==> src/ohlc_pkg.sv <==
`timescale 1ns / 1ps
// Shared constants, field widths and register codes for the OHLC bar resampler.
// No dependencies.
package ohlc_pkg;

  localparam int unsigned PRICE_BITS   = 32;
  localparam int unsigned VOLUME_BITS  = 48;
  localparam int unsigned TIME_BITS    = 31;
  localparam int unsigned PERIOD_BITS  = 17;
  localparam int unsigned CFG_IDX_BITS = 2;
  localparam int unsigned CFG_DATA_BITS = 31;

  localparam logic [PERIOD_BITS-1:0] SAMPLE_PERIOD_RST = PERIOD_BITS'(60);

  // register index codes
  localparam logic [CFG_IDX_BITS-1:0] CFG_SAMPLE_PERIOD = CFG_IDX_BITS'(0);
  localparam logic [CFG_IDX_BITS-1:0] CFG_WINDOW_START  = CFG_IDX_BITS'(1);
  localparam logic [CFG_IDX_BITS-1:0] CFG_WINDOW_END    = CFG_IDX_BITS'(2);

  // item kinds
  localparam logic KIND_TRADE = 1'b0;
  localparam logic KIND_FLUSH = 1'b1;

endpackage

==> src/ohlc_if.sv <==
`timescale 1ns / 1ps
// Valid/ready channel interfaces: trade records in, bars out, register writes.
// Depends on ohlc_pkg.
interface ohlc_rec_if;
  logic                               valid;
  logic                               ready;
  logic                               kind;
  logic [ohlc_pkg::TIME_BITS-1:0]     record_time;
  logic [ohlc_pkg::PRICE_BITS-1:0]    price;
  logic [ohlc_pkg::VOLUME_BITS-1:0]   volume;

  modport source (output valid, kind, record_time, price, volume, input ready);
  modport sink   (input valid, kind, record_time, price, volume, output ready);
endinterface

interface ohlc_bar_if;
  logic                               valid;
  logic                               ready;
  logic [ohlc_pkg::TIME_BITS-1:0]     bar_time;
  logic [ohlc_pkg::PRICE_BITS-1:0]    open_price;
  logic [ohlc_pkg::PRICE_BITS-1:0]    high_price;
  logic [ohlc_pkg::PRICE_BITS-1:0]    low_price;
  logic [ohlc_pkg::PRICE_BITS-1:0]    close_price;
  logic [ohlc_pkg::VOLUME_BITS-1:0]   bar_volume;
  logic [ohlc_pkg::TIME_BITS-1:0]     empty_periods;

  modport source (output valid, bar_time, open_price, high_price, low_price, close_price,
                  bar_volume, empty_periods, input ready);
  modport sink   (input valid, bar_time, open_price, high_price, low_price, close_price,
                  bar_volume, empty_periods, output ready);
endinterface

interface ohlc_cfg_if;
  logic                                valid;
  logic                                ready;
  logic [ohlc_pkg::CFG_IDX_BITS-1:0]   index;
  logic [ohlc_pkg::CFG_DATA_BITS-1:0]  data;

  modport source (output valid, index, data, input ready);
  modport sink   (input valid, index, data, output ready);
endinterface

==> src/ohlc_bar_resampler_core.sv <==
`timescale 1ns / 1ps
// OHLC bar resampler: 31-step restoring divider for the period index, with a
// bit-serial multiply for the bar start time running in the same steps.
// A bar is registered to the output on leaving the finish state, which holds while the
// output slot is full. One record at a time: a new record is taken only in idle, after
// the run and finish of the last; dropped records and flushes with no open bar start no run.
// Reset: asynchronous, active low; no bar open, period 60, no window bounds.
module ohlc_bar_resampler_core (
  input  logic       clk_i,
  input  logic       rst_ni,
  ohlc_cfg_if.sink   cfg_i,
  ohlc_rec_if.sink   rec_i,
  ohlc_bar_if.source bar_o
);

  localparam int unsigned TB = ohlc_pkg::TIME_BITS;
  localparam int unsigned PB = ohlc_pkg::PERIOD_BITS;
  localparam int unsigned CB = $clog2(TB);

  typedef enum logic [2:0] {
    ST_IDLE = 3'b001,
    ST_RUN  = 3'b010,
    ST_DONE = 3'b100
  } state_e;

  state_e state_q, state_d;
  logic [CB-1:0] cnt_q, cnt_d;

  logic [PB-1:0] sample_period_q;
  logic [TB-1:0] window_start_q, window_end_q;

  logic                              bar_active_q, bar_active_d;
  logic [TB-1:0]                     bar_index_q;
  logic [ohlc_pkg::PRICE_BITS-1:0]   bar_open_q, bar_high_q, bar_low_q, bar_close_q;
  logic [ohlc_pkg::VOLUME_BITS-1:0]  bar_vol_q;

  logic                              kind_q;
  logic [ohlc_pkg::PRICE_BITS-1:0]   price_q;
  logic [ohlc_pkg::VOLUME_BITS-1:0]  vol_q;

  // divider and multiplier shift registers
  logic [TB-1:0] dq_q;
  logic [PB-1:0] rem_q;
  logic [TB-1:0] mc_q, acc_q;
  logic [PB-1:0] pser_q;

  logic          out_valid_q;
  logic [TB-1:0] out_time_q, out_empty_q;
  logic [ohlc_pkg::PRICE_BITS-1:0]  out_open_q, out_high_q, out_low_q, out_close_q;
  logic [ohlc_pkg::VOLUME_BITS-1:0] out_vol_q;

  logic [PB-1:0] period;
  logic          rec_acc, in_window, start_run;
  logic [PB:0]   rem_sh;
  logic          q_bit;
  logic          emit, stall, finish, fold, newer;
  logic [TB-1:0] empty;
  logic [ohlc_pkg::VOLUME_BITS:0] vol_sum;

  assign cfg_i.ready = 1'b1;
  assign rec_i.ready = (state_q == ST_IDLE);

  assign period    = (sample_period_q == '0) ? PB'(1) : sample_period_q;
  assign rec_acc   = rec_i.valid && rec_i.ready;
  assign in_window = (rec_i.record_time >= window_start_q) &&
                     ((window_end_q == '0) || (rec_i.record_time < window_end_q));
  assign start_run = rec_acc && ((rec_i.kind == ohlc_pkg::KIND_FLUSH) ? bar_active_q
                                                                       : in_window);

  assign rem_sh = {rem_q, dq_q[TB-1]};
  assign q_bit  = (rem_sh >= {1'b0, period});

  assign newer   = (dq_q > bar_index_q);
  assign empty   = dq_q - bar_index_q - TB'(1);
  assign emit    = (kind_q == ohlc_pkg::KIND_FLUSH) || (bar_active_q && newer);
  assign fold    = (kind_q == ohlc_pkg::KIND_TRADE) && bar_active_q && !newer;
  assign stall   = emit && out_valid_q && !bar_o.ready;
  assign finish  = (state_q == ST_DONE) && !stall;
  assign vol_sum = {1'b0, bar_vol_q} + {1'b0, vol_q};

  always_comb begin
    state_d      = state_q;
    cnt_d        = cnt_q;
    bar_active_d = bar_active_q;
    case (state_q)
      ST_IDLE: begin
        if (start_run) begin
          state_d = ST_RUN;
          cnt_d   = CB'(TB - 1);
        end
      end
      ST_RUN: begin
        cnt_d = cnt_q - CB'(1);
        if (cnt_q == '0) begin
          state_d = ST_DONE;
        end
      end
      ST_DONE: begin
        if (!stall) begin
          state_d      = ST_IDLE;
          bar_active_d = (kind_q == ohlc_pkg::KIND_TRADE);
        end
      end
      default: begin
        state_d = ST_IDLE;
      end
    endcase
  end

  always_ff @(posedge clk_i or negedge rst_ni) begin
    if (!rst_ni) begin
      state_q         <= ST_IDLE;
      cnt_q           <= '0;
      bar_active_q    <= 1'b0;
      out_valid_q     <= 1'b0;
      sample_period_q <= ohlc_pkg::SAMPLE_PERIOD_RST;
      window_start_q  <= '0;
      window_end_q    <= '0;
    end else begin
      state_q      <= state_d;
      cnt_q        <= cnt_d;
      bar_active_q <= bar_active_d;
      if (finish && emit) begin
        out_valid_q <= 1'b1;
      end else if (bar_o.ready) begin
        out_valid_q <= 1'b0;
      end
      if (cfg_i.valid && cfg_i.ready) begin
        case (cfg_i.index)
          ohlc_pkg::CFG_SAMPLE_PERIOD: sample_period_q <= cfg_i.data[PB-1:0];
          ohlc_pkg::CFG_WINDOW_START:  window_start_q  <= cfg_i.data[TB-1:0];
          ohlc_pkg::CFG_WINDOW_END:    window_end_q    <= cfg_i.data[TB-1:0];
          default: ;
        endcase
      end
    end
  end

  // datapath, no reset
  always_ff @(posedge clk_i) begin
    if (rec_acc) begin
      kind_q  <= rec_i.kind;
      price_q <= rec_i.price;
      vol_q   <= rec_i.volume;
      dq_q    <= rec_i.record_time;
      rem_q   <= '0;
      mc_q    <= bar_index_q;
      pser_q  <= period;
      acc_q   <= '0;
    end else if (state_q == ST_RUN) begin
      dq_q   <= {dq_q[TB-2:0], q_bit};
      rem_q  <= q_bit ? PB'(rem_sh - {1'b0, period}) : rem_sh[PB-1:0];
      acc_q  <= acc_q + (pser_q[0] ? mc_q : '0);
      mc_q   <= {mc_q[TB-2:0], 1'b0};
      pser_q <= {1'b0, pser_q[PB-1:1]};
    end

    if (finish && emit) begin
      out_time_q  <= acc_q;
      out_open_q  <= bar_open_q;
      out_high_q  <= bar_high_q;
      out_low_q   <= bar_low_q;
      out_close_q <= bar_close_q;
      out_vol_q   <= bar_vol_q;
      out_empty_q <= (kind_q == ohlc_pkg::KIND_FLUSH) ? '0 : empty;
    end

    if (finish) begin
      if (fold) begin
        if (price_q > bar_high_q) bar_high_q <= price_q;
        if (price_q < bar_low_q)  bar_low_q  <= price_q;
        bar_close_q <= price_q;
        bar_vol_q   <= vol_sum[ohlc_pkg::VOLUME_BITS] ? '1
                                                      : vol_sum[ohlc_pkg::VOLUME_BITS-1:0];
      end else if (kind_q == ohlc_pkg::KIND_TRADE) begin
        bar_index_q <= dq_q;
        bar_open_q  <= price_q;
        bar_high_q  <= price_q;
        bar_low_q   <= price_q;
        bar_close_q <= price_q;
        bar_vol_q   <= vol_q;
      end
    end
  end

  assign bar_o.valid         = out_valid_q;
  assign bar_o.bar_time      = out_time_q;
  assign bar_o.open_price    = out_open_q;
  assign bar_o.high_price    = out_high_q;
  assign bar_o.low_price     = out_low_q;
  assign bar_o.close_price   = out_close_q;
  assign bar_o.bar_volume    = out_vol_q;
  assign bar_o.empty_periods = out_empty_q;

`ifndef NO_ASSERTIONS
  a_run_ends: assert property (@(posedge clk_i) disable iff (!rst_ni)
    (state_q == ST_RUN && cnt_q == '0) |=> (state_q == ST_DONE))
    else $error("divider run did not finish after last step");

  a_accept_no_done: assert property (@(posedge clk_i) disable iff (!rst_ni)
    rec_acc |=> (state_q != ST_DONE))
    else $error("finish reached directly after transaction");

  a_stall_holds: assert property (@(posedge clk_i) disable iff (!rst_ni)
    (state_q == ST_DONE && stall) |=> (state_q == ST_DONE && $stable(bar_index_q)
                                       && $stable(bar_active_q)))
    else $error("bar state changed while output slot was full");

  a_out_from_done: assert property (@(posedge clk_i) disable iff (!rst_ni)
    $rose(out_valid_q) |-> $past(state_q == ST_DONE))
    else $error("bar emitted outside finish step");
`endif

endmodule

==> src/flat_wrapper.sv <==
// flat-port wrapper written by rule: the top's interface ports become plain ports
module ohlc_bar_resampler_core_flat 
  (clk_i, rst_ni, cfg_i_valid, cfg_i_index, cfg_i_data, cfg_i_ready, rec_i_valid, rec_i_kind, rec_i_record_time, rec_i_price, rec_i_volume, rec_i_ready, bar_o_valid, bar_o_bar_time, bar_o_open_price, bar_o_high_price, bar_o_low_price, bar_o_close_price, bar_o_bar_volume, bar_o_empty_periods, bar_o_ready);
  ohlc_cfg_if cfg_i_i ();
  ohlc_rec_if rec_i_i ();
  ohlc_bar_if bar_o_i ();
  input  logic clk_i;
  input  logic rst_ni;
  input wire logic [$bits(cfg_i_i.valid)-1:0] cfg_i_valid;
  input wire logic [$bits(cfg_i_i.index)-1:0] cfg_i_index;
  input wire logic [$bits(cfg_i_i.data)-1:0] cfg_i_data;
  output wire logic [$bits(cfg_i_i.ready)-1:0] cfg_i_ready;
  input wire logic [$bits(rec_i_i.valid)-1:0] rec_i_valid;
  input wire logic [$bits(rec_i_i.kind)-1:0] rec_i_kind;
  input wire logic [$bits(rec_i_i.record_time)-1:0] rec_i_record_time;
  input wire logic [$bits(rec_i_i.price)-1:0] rec_i_price;
  input wire logic [$bits(rec_i_i.volume)-1:0] rec_i_volume;
  output wire logic [$bits(rec_i_i.ready)-1:0] rec_i_ready;
  output wire logic [$bits(bar_o_i.valid)-1:0] bar_o_valid;
  output wire logic [$bits(bar_o_i.bar_time)-1:0] bar_o_bar_time;
  output wire logic [$bits(bar_o_i.open_price)-1:0] bar_o_open_price;
  output wire logic [$bits(bar_o_i.high_price)-1:0] bar_o_high_price;
  output wire logic [$bits(bar_o_i.low_price)-1:0] bar_o_low_price;
  output wire logic [$bits(bar_o_i.close_price)-1:0] bar_o_close_price;
  output wire logic [$bits(bar_o_i.bar_volume)-1:0] bar_o_bar_volume;
  output wire logic [$bits(bar_o_i.empty_periods)-1:0] bar_o_empty_periods;
  input wire logic [$bits(bar_o_i.ready)-1:0] bar_o_ready;
  assign cfg_i_i.valid = cfg_i_valid;
  assign cfg_i_i.index = cfg_i_index;
  assign cfg_i_i.data = cfg_i_data;
  assign cfg_i_ready = cfg_i_i.ready;
  assign rec_i_i.valid = rec_i_valid;
  assign rec_i_i.kind = rec_i_kind;
  assign rec_i_i.record_time = rec_i_record_time;
  assign rec_i_i.price = rec_i_price;
  assign rec_i_i.volume = rec_i_volume;
  assign rec_i_ready = rec_i_i.ready;
  assign bar_o_valid = bar_o_i.valid;
  assign bar_o_bar_time = bar_o_i.bar_time;
  assign bar_o_open_price = bar_o_i.open_price;
  assign bar_o_high_price = bar_o_i.high_price;
  assign bar_o_low_price = bar_o_i.low_price;
  assign bar_o_close_price = bar_o_i.close_price;
  assign bar_o_bar_volume = bar_o_i.bar_volume;
  assign bar_o_empty_periods = bar_o_i.empty_periods;
  assign bar_o_i.ready = bar_o_ready;
  ohlc_bar_resampler_core u_core (.clk_i(clk_i), .rst_ni(rst_ni), .cfg_i(cfg_i_i), .rec_i(rec_i_i), .bar_o(bar_o_i));
endmodule
==> config.mk <==
export PLATFORM = sky130hd
export DESIGN_NAME = ohlc_bar_resampler_core_flat
export DESIGN_NICKNAME = d
export VERILOG_FILES = /design/src/ohlc_pkg.sv /design/src/ohlc_if.sv /design/src/ohlc_bar_resampler_core.sv /design/src/flat_wrapper.sv
export SDC_FILE = /design/constraint.sdc
export NUM_CORES = 1
export LEC_CHECK = 0
export ABC_AREA = 1
export CORE_ASPECT_RATIO = 1.5
export CORE_MARGIN = 2
export CORE_UTILIZATION = 60
export CTS_CLUSTER_SIZE = 40
export DETAILED_ROUTE_END_ITERATION = 10
export DONT_BUFFER_PORTS = 1
export PLACE_DENSITY = 0.76
export SETUP_SLACK_MARGIN = 0.02
export SYNTH_ARGS = -nofsm -noshare
export SYNTH_HDL_FRONTEND = slang
export SYNTH_SLANG_ARGS = --single-unit
==> constraint.sdc <==
create_clock -name clk_i -period 8.5 [get_ports clk_i]
set_input_delay 1.7 -clock clk_i [delete_from_list [all_inputs] [get_ports clk_i]]
set_output_delay 1.7 -clock clk_i [all_outputs]
set_load 0.03 [all_outputs]
==> flow_metrics.tcl, run 1 <==
set metrics [dict create \
    path_clk_slew_ns 0.07 \
    routedWlPerCell_um 21.4 \
    cts.path.max_buffers 3 \
    timing.final.ws_setup_ns 4.05 \
    whs_ns 0.416 \
    drv_cap 0 \
    drc 0 \
    maxSlewViolCount 0 \
    syn_inst 3742 \
    cp-start-kind "flop" \
    nets 4166 \
    fin_worst_skew_ns 0.0279 \
    ys_types 50 \
    endpoint_kind "flop" \
    cp.arrival_ns 4.71 \
    vias_per_cell 5.76 \
    drt_wl_total_um 98900 \
    critPathMaxFanout 58 \
    setup_viol 0 \
    utilization_pct 65.5 \
    die_w_um 206 \
    core_mm2 0.0608 \
    syn_area_mm2 0.0366 \
    postSynthAreaPerCell_um2 9.79 \
    hold_path_class "reg -> reg" \
    synth.net_count 4149 \
    peakVddDrop_uv 208 \
    fillers 4701 \
    hpwlAfterDp_um 72700 \
    ios 391 \
    layout_min_cycle_time_ns 4.45 \
    io_buffers 0 \
    numCtsBuffers 68 \
    async_flop_share_pct 12.0 \
    grt_pass1_vias 26100 \
    drtIter0Drc 2075 \
    drive_gt1_share_pct 3.91 \
    grt_usage_pct 31.1 \
    tns_ns 0 \
    ctsRootBufferMaster "clkbuf_16" \
    cts_resized 0 \
    grt_setup_unrepaired "no" \
    stdcell_count 4613 \
    grt_max_degree 100 \
    area_growth_pct 8.73 \
    cts_tree "done" \
    tightest_slew_ns 1.26 \
    synth-seq-cells 742 \
    slew-limit-headroom_pct 15.5 \
    synth_edf_count 605 \
    fin_crit_sh_pct 52.4 \
    synth_ff_type "edfxtp_1" \
    totalPowerFinal_mw 10.3 \
    ys_warn_count 0 \
    die_h_um 307 \
    ant_nets 0 \
    dp_slack_ns 3.68 \
    leakage_nw 16.7 \
    status "complete, no violations" \
    gp_congestion 0.952 \
    grt_antenna_before_repair 7 \
    cts_hold_buf 0 \
    power_density_mw_per_mm2 259 \
    placed_cell_area_mm2 0.0375 \
    place_inst 4480 \
    whs_path_depth 0 \
    final_cell_area_mm2 0.0398 \
    numClockSinks 742 \
    yosysSeqAreaShare_pct 58.3 \
    num_vias 26600 \
    postCtsSetupBuffers 0 \
    start_util_pct 60.2 \
    hold_viol_final 0 \
    final-seq-area_mm2 0.0214 \
    grt-ovfl-total 0 \
    clkLatencyLatePin_ns 0.63 \
    r2r_cells 7 \
    worstPathRequired_ns 8.75 \
    grt_first_pass_wirelength_um 148000 \
    rows 111 \
    path_class "reg -> reg" \
    fmax_mhz 225 \
    design.die.area_mm2 0.0631 \
    multi_input_area_mm2 0.0133 \
    h-tree-depth 3 \
    drt_pass1_iterations 6 \
]
==> synth_stat cells, types with 25 or more instances <==
library cell / n / area [um^2]
nand4_1: 44 / 275
dfrtp_1: 84 / 2100
dfxtp_1: 48 / 961
nand2_1: 998 / 3750
nand3_1: 115 / 576
o21ai_0: 319 / 1600
nor2_1: 262 / 983
clkbuf_1: 47 / 176
xor2_1: 32 / 280
ha_1: 253 / 3170
edfxtp_1: 605 / 18200
nor3_1: 41 / 205
inv_1: 456 / 1710
o21bai_1: 25 / 188
a21oi_1: 256 / 1280
==> routing by layer <==
metal | track usage (%) | vias up | routed length (um)
li1 | - | 12700 | -
met3 | 6.80 | 250 | 7970
met5 | 0 | - | 11
met2 | 55.5 | 1129 | 49900
met4 | 15.3 | 2 | 5430
met1 | 34.7 | 12500 | 35600
==> critical path: stages, from the launching register on <==
cell and delay, ns:
dfstp_2 0.53, inv_1 0.06, nor3_2 0.55, inv_1 0.19
nor2_4 0.96, inv_2 0.60, nand2_4 0.45, buf_4 0.69
==> layout by cell type (no fill, tap or decap), drive strengths merged, types with 11 or more instances in the layout <==
cell and n:
nor4 18, xnor2 15, nand4 44, clkinv 22, dfrtp 84, buf 12, clkbuf 80, inv 471
a21oi 256, dfxtp 48, nor2 264, nand2 999, nand3 116, diode 11, edfxtp 605, o21bai 25
o21ai 334, xor2 32, nor3 44, ha 253, a21o 15
==> power breakdown <==
part	switching (mW)	internal (mW)	leakage (nW)
combinational	1.59	0.742	8.59
clock	1.42	1.84	1.13
sequential	0.302	4.43	7.03
==> worst paths after layout <==
check	start	end	slack [ns]
max	u_core.state_q[0]	u_core.mc_q[24]	4.05
min	u_core.bar_open_q[22]	u_core.bar_o.open_price[22]	0.42
max reg2reg	u_core.state_q[0]	u_core.mc_q[24]	4.05
min reg2reg	u_core.bar_open_q[22]	u_core.bar_o.open_price[22]	0.42
max in group asynchronous	rst_ni	u_core.sample_period_q[2]	7.45
min in group asynchronous	rst_ni	u_core.window_end_q[25]	0.77
==> kinds of logic (layout without fill, tap and decap cells) <==
logic type | count (synthesis) | in the layout | synth area share [%]
adders and majority gates | 257 | 257 | 8.86
buffers and inverters | 531 | 600 | 5.58
AOI/OAI and AO/OA | 666 | 666 | 9.62
DFF | 742 | 742 | 58.3
other | 1 | 12 | 0.0102
xor gates and xnor gates | 47 | 47 | 1.12
and+or+nand+nor | 1498 | 1498 | 16.5
==> layout make-up <==
| cell class | instances | share of cell area [%] |
|---|---|---|
| Clock buffer | 80 | 4.50 |
| Antenna cell | 11 | 0.0691 |
| Multi-Input combinational cell | 2469 | 33.3 |
| Clock inverter | 42 | 1.36 |
| Sequential cell | 742 | 53.6 |
| Timing Repair Buffer | 12 | 0.226 |
| Inverter | 466 | 4.41 |
| Tap cell | 791 | 2.48 |
Power figures use the tool's default switching activity.
==> run 2: changes to the inputs <==
CORE_UTILIZATION = 58   (was 60)
clock period = 4 ns   (was 8.5 ns; I/O delays follow)
==> flow_metrics.tcl, run 2 (synthesis gave the netlist of run 1 again) <==
set metrics [dict create \
    slew-limit-headroom_pct 28.7 \
    utilization_pct 64.5 \
    cp-start-kind "flop" \
    drc 0 \
    num_vias 26300 \
    grt_first_pass_wirelength_um 147000 \
    grt_max_degree 115 \
    rows 112 \
    endpoint_kind "flop" \
    stdcell_count 4639 \
    final_cell_area_mm2 0.0402 \
    die_w_um 209 \
    grt_setup_unrepaired "no" \
    numClockSinks 742 \
    hold_path_class "in -> async" \
    ios 391 \
    area_growth_pct 9.78 \
    layout_min_cycle_time_ns 3.31 \
    clkLatencyLatePin_ns 0.66 \
    tightest_slew_ns 1.07 \
    cts.path.max_buffers 3 \
    fin_crit_sh_pct 82.8 \
    mostFrequentLayoutCells "nand2_1, edfxtp_1, inv_1, o21ai_0" \
    leakage_nw 16.9 \
    routedWlPerCell_um 20.9 \
    core_mm2 0.0624 \
    worstPathRequired_ns 4.38 \
    fillers 4964 \
    reg2reg_to "u_core.bar_close_q[28]" \
    critPathMaxFanout 22 \
    hold_viol_final 0 \
    multi_input_area_mm2 0.0134 \
    maxSlewViolCount 0 \
    design.die.area_mm2 0.0652 \
    die_h_um 312 \
    ant_nets 0 \
    drive_gt1_share_pct 4.85 \
    layout.cells.most_common "nand2_1" \
    grt_usage_pct 29.7 \
    crit_path_start "u_core.dq_q[30]" \
    grt_antenna_before_repair 4 \
    setup_viol 0 \
    place_inst 4503 \
    final-seq-area_mm2 0.0214 \
    r2r-start "u_core.dq_q[30]" \
    rrSetupSlack_ns 0.69 \
    fmax_mhz 302 \
    power_density_mw_per_mm2 548 \
    placed_cell_area_mm2 0.0378 \
    ctsRootBufferMaster "clkbuf_16" \
    io_buffers 0 \
    drt_pass1_iterations 6 \
    numCtsBuffers 71 \
    path_clk_slew_ns 0.06 \
    hpwlAfterDp_um 73000 \
    r2r_cells 13 \
    start_util_pct 58.8 \
    gp_congestion 1.00 \
    fin_worst_skew_ns 0.0408 \
    status "complete, no violations" \
    cts_tree "done" \
    totalPowerFinal_mw 22.0 \
    postCtsSetupBuffers 0 \
    nets 4187 \
    drt_wl_total_um 97100 \
    drtIter0Drc 1962 \
    h-tree-depth 3 \
    peakVddDrop_uv 408 \
    path_class "reg -> reg" \
    grt_pass1_vias 26100 \
    drv_cap 0 \
    grt-ovfl-total 0 \
    cp.arrival_ns 3.69 \
    vias_per_cell 5.66 \
]
-- run 2: cell types whose count changed in the layout (fill, tap and decap cells not counted), moves of 3 or more --
cell | before | now
buf_12 | 0 | 5
buf_4 | 12 | 23
bufinv_16 | 10 | 6
clkbuf_1 | 8 | 12
clkbuf_16 | 69 | 72
clkbuf_8 | 2 | 5
clkinvlp_4 | 4 | 11
diode_2 | 11 | 2
ha_1 | 253 | 246
ha_4 | 0 | 7
-- run 2: cell type report --
cell class	instances	area share, %
Multi-Input combinational cell	2469	33.3
Sequential cell	742	53.1
Timing Repair Buffer	30	0.771
Clock inverter	43	1.23
Antenna cell	2	0.0124
Clock buffer	89	4.76
Tap cell	798	2.48
Inverter	466	4.36
-- run 2: per-layer routing --
metal / routed length, um / vias up / track usage (%)
met5: 9 / - / 0
met4: 5010 / 2 / 15.4
met3: 6030 / 228 / 5.23
met2: 50500 / 949 / 54.8
met1: 35600 / 12300 / 32.6
li1: - / 12800 / -
-- run 2: worst max path at each step --
stage | to | slack, ns | cells after the start
after floorplan | u_core.bar_o.bar_time[0] | -1.52 | 12
after global placement | u_core.bar_close_q[5] | 0.73 | 13
after detailed placement | u_core.bar_close_q[5] | 0.69 | 13
after CTS | u_core.bar_close_q[2] | 0.65 | 13
after global routing | u_core.rem_q[14] | 0.34 | 15
final | u_core.bar_close_q[28] | 0.69 | 13
-- run 2: repair_timing --
| item | in CTS | in global routing |
|---|---|---|
| hold buffers | 2 | 0 |
| hold endpoints to repair | 84 | 0 |
| endpoints found under the setup margin | 0 | 0 |
| gates resized for setup | 0 | 0 |
-- run 2: report_power, final --
part           switching, mW  leakage, nW  total [mW]  internal, mW
sequential             0.626         7.03        10.0          9.42
clock                   3.05         1.15        6.92          3.87
combinational           3.45         8.70        5.09          1.64
-- run 2: stage by stage --
step	worst slack (ns)	setup TNS [ns]	hold WS [ns]
after detailed placement	0.695	0	0.405
after global routing	0.337	0	0.0643
after CTS	0.654	0	0.0397
final	0.689	0	0.0332
after floorplan	-1.52	-360.93	0.400
after global placement	0.726	0	0.401
-- run 2: critical path: stages, from the launching register on --
cell	delay, ns
edfxtp_1	0.50
ha_1	0.51
nand2_1	0.09
nor2_1	0.12
nand2_1	0.09
nor3_1	0.19
nand2_1	0.08
nand2_1	0.09
nand3_1	0.07
nand2_1	0.16
nand2_1	0.10
nand3_1	0.18
clkinv_2	0.44
buf_4	0.40
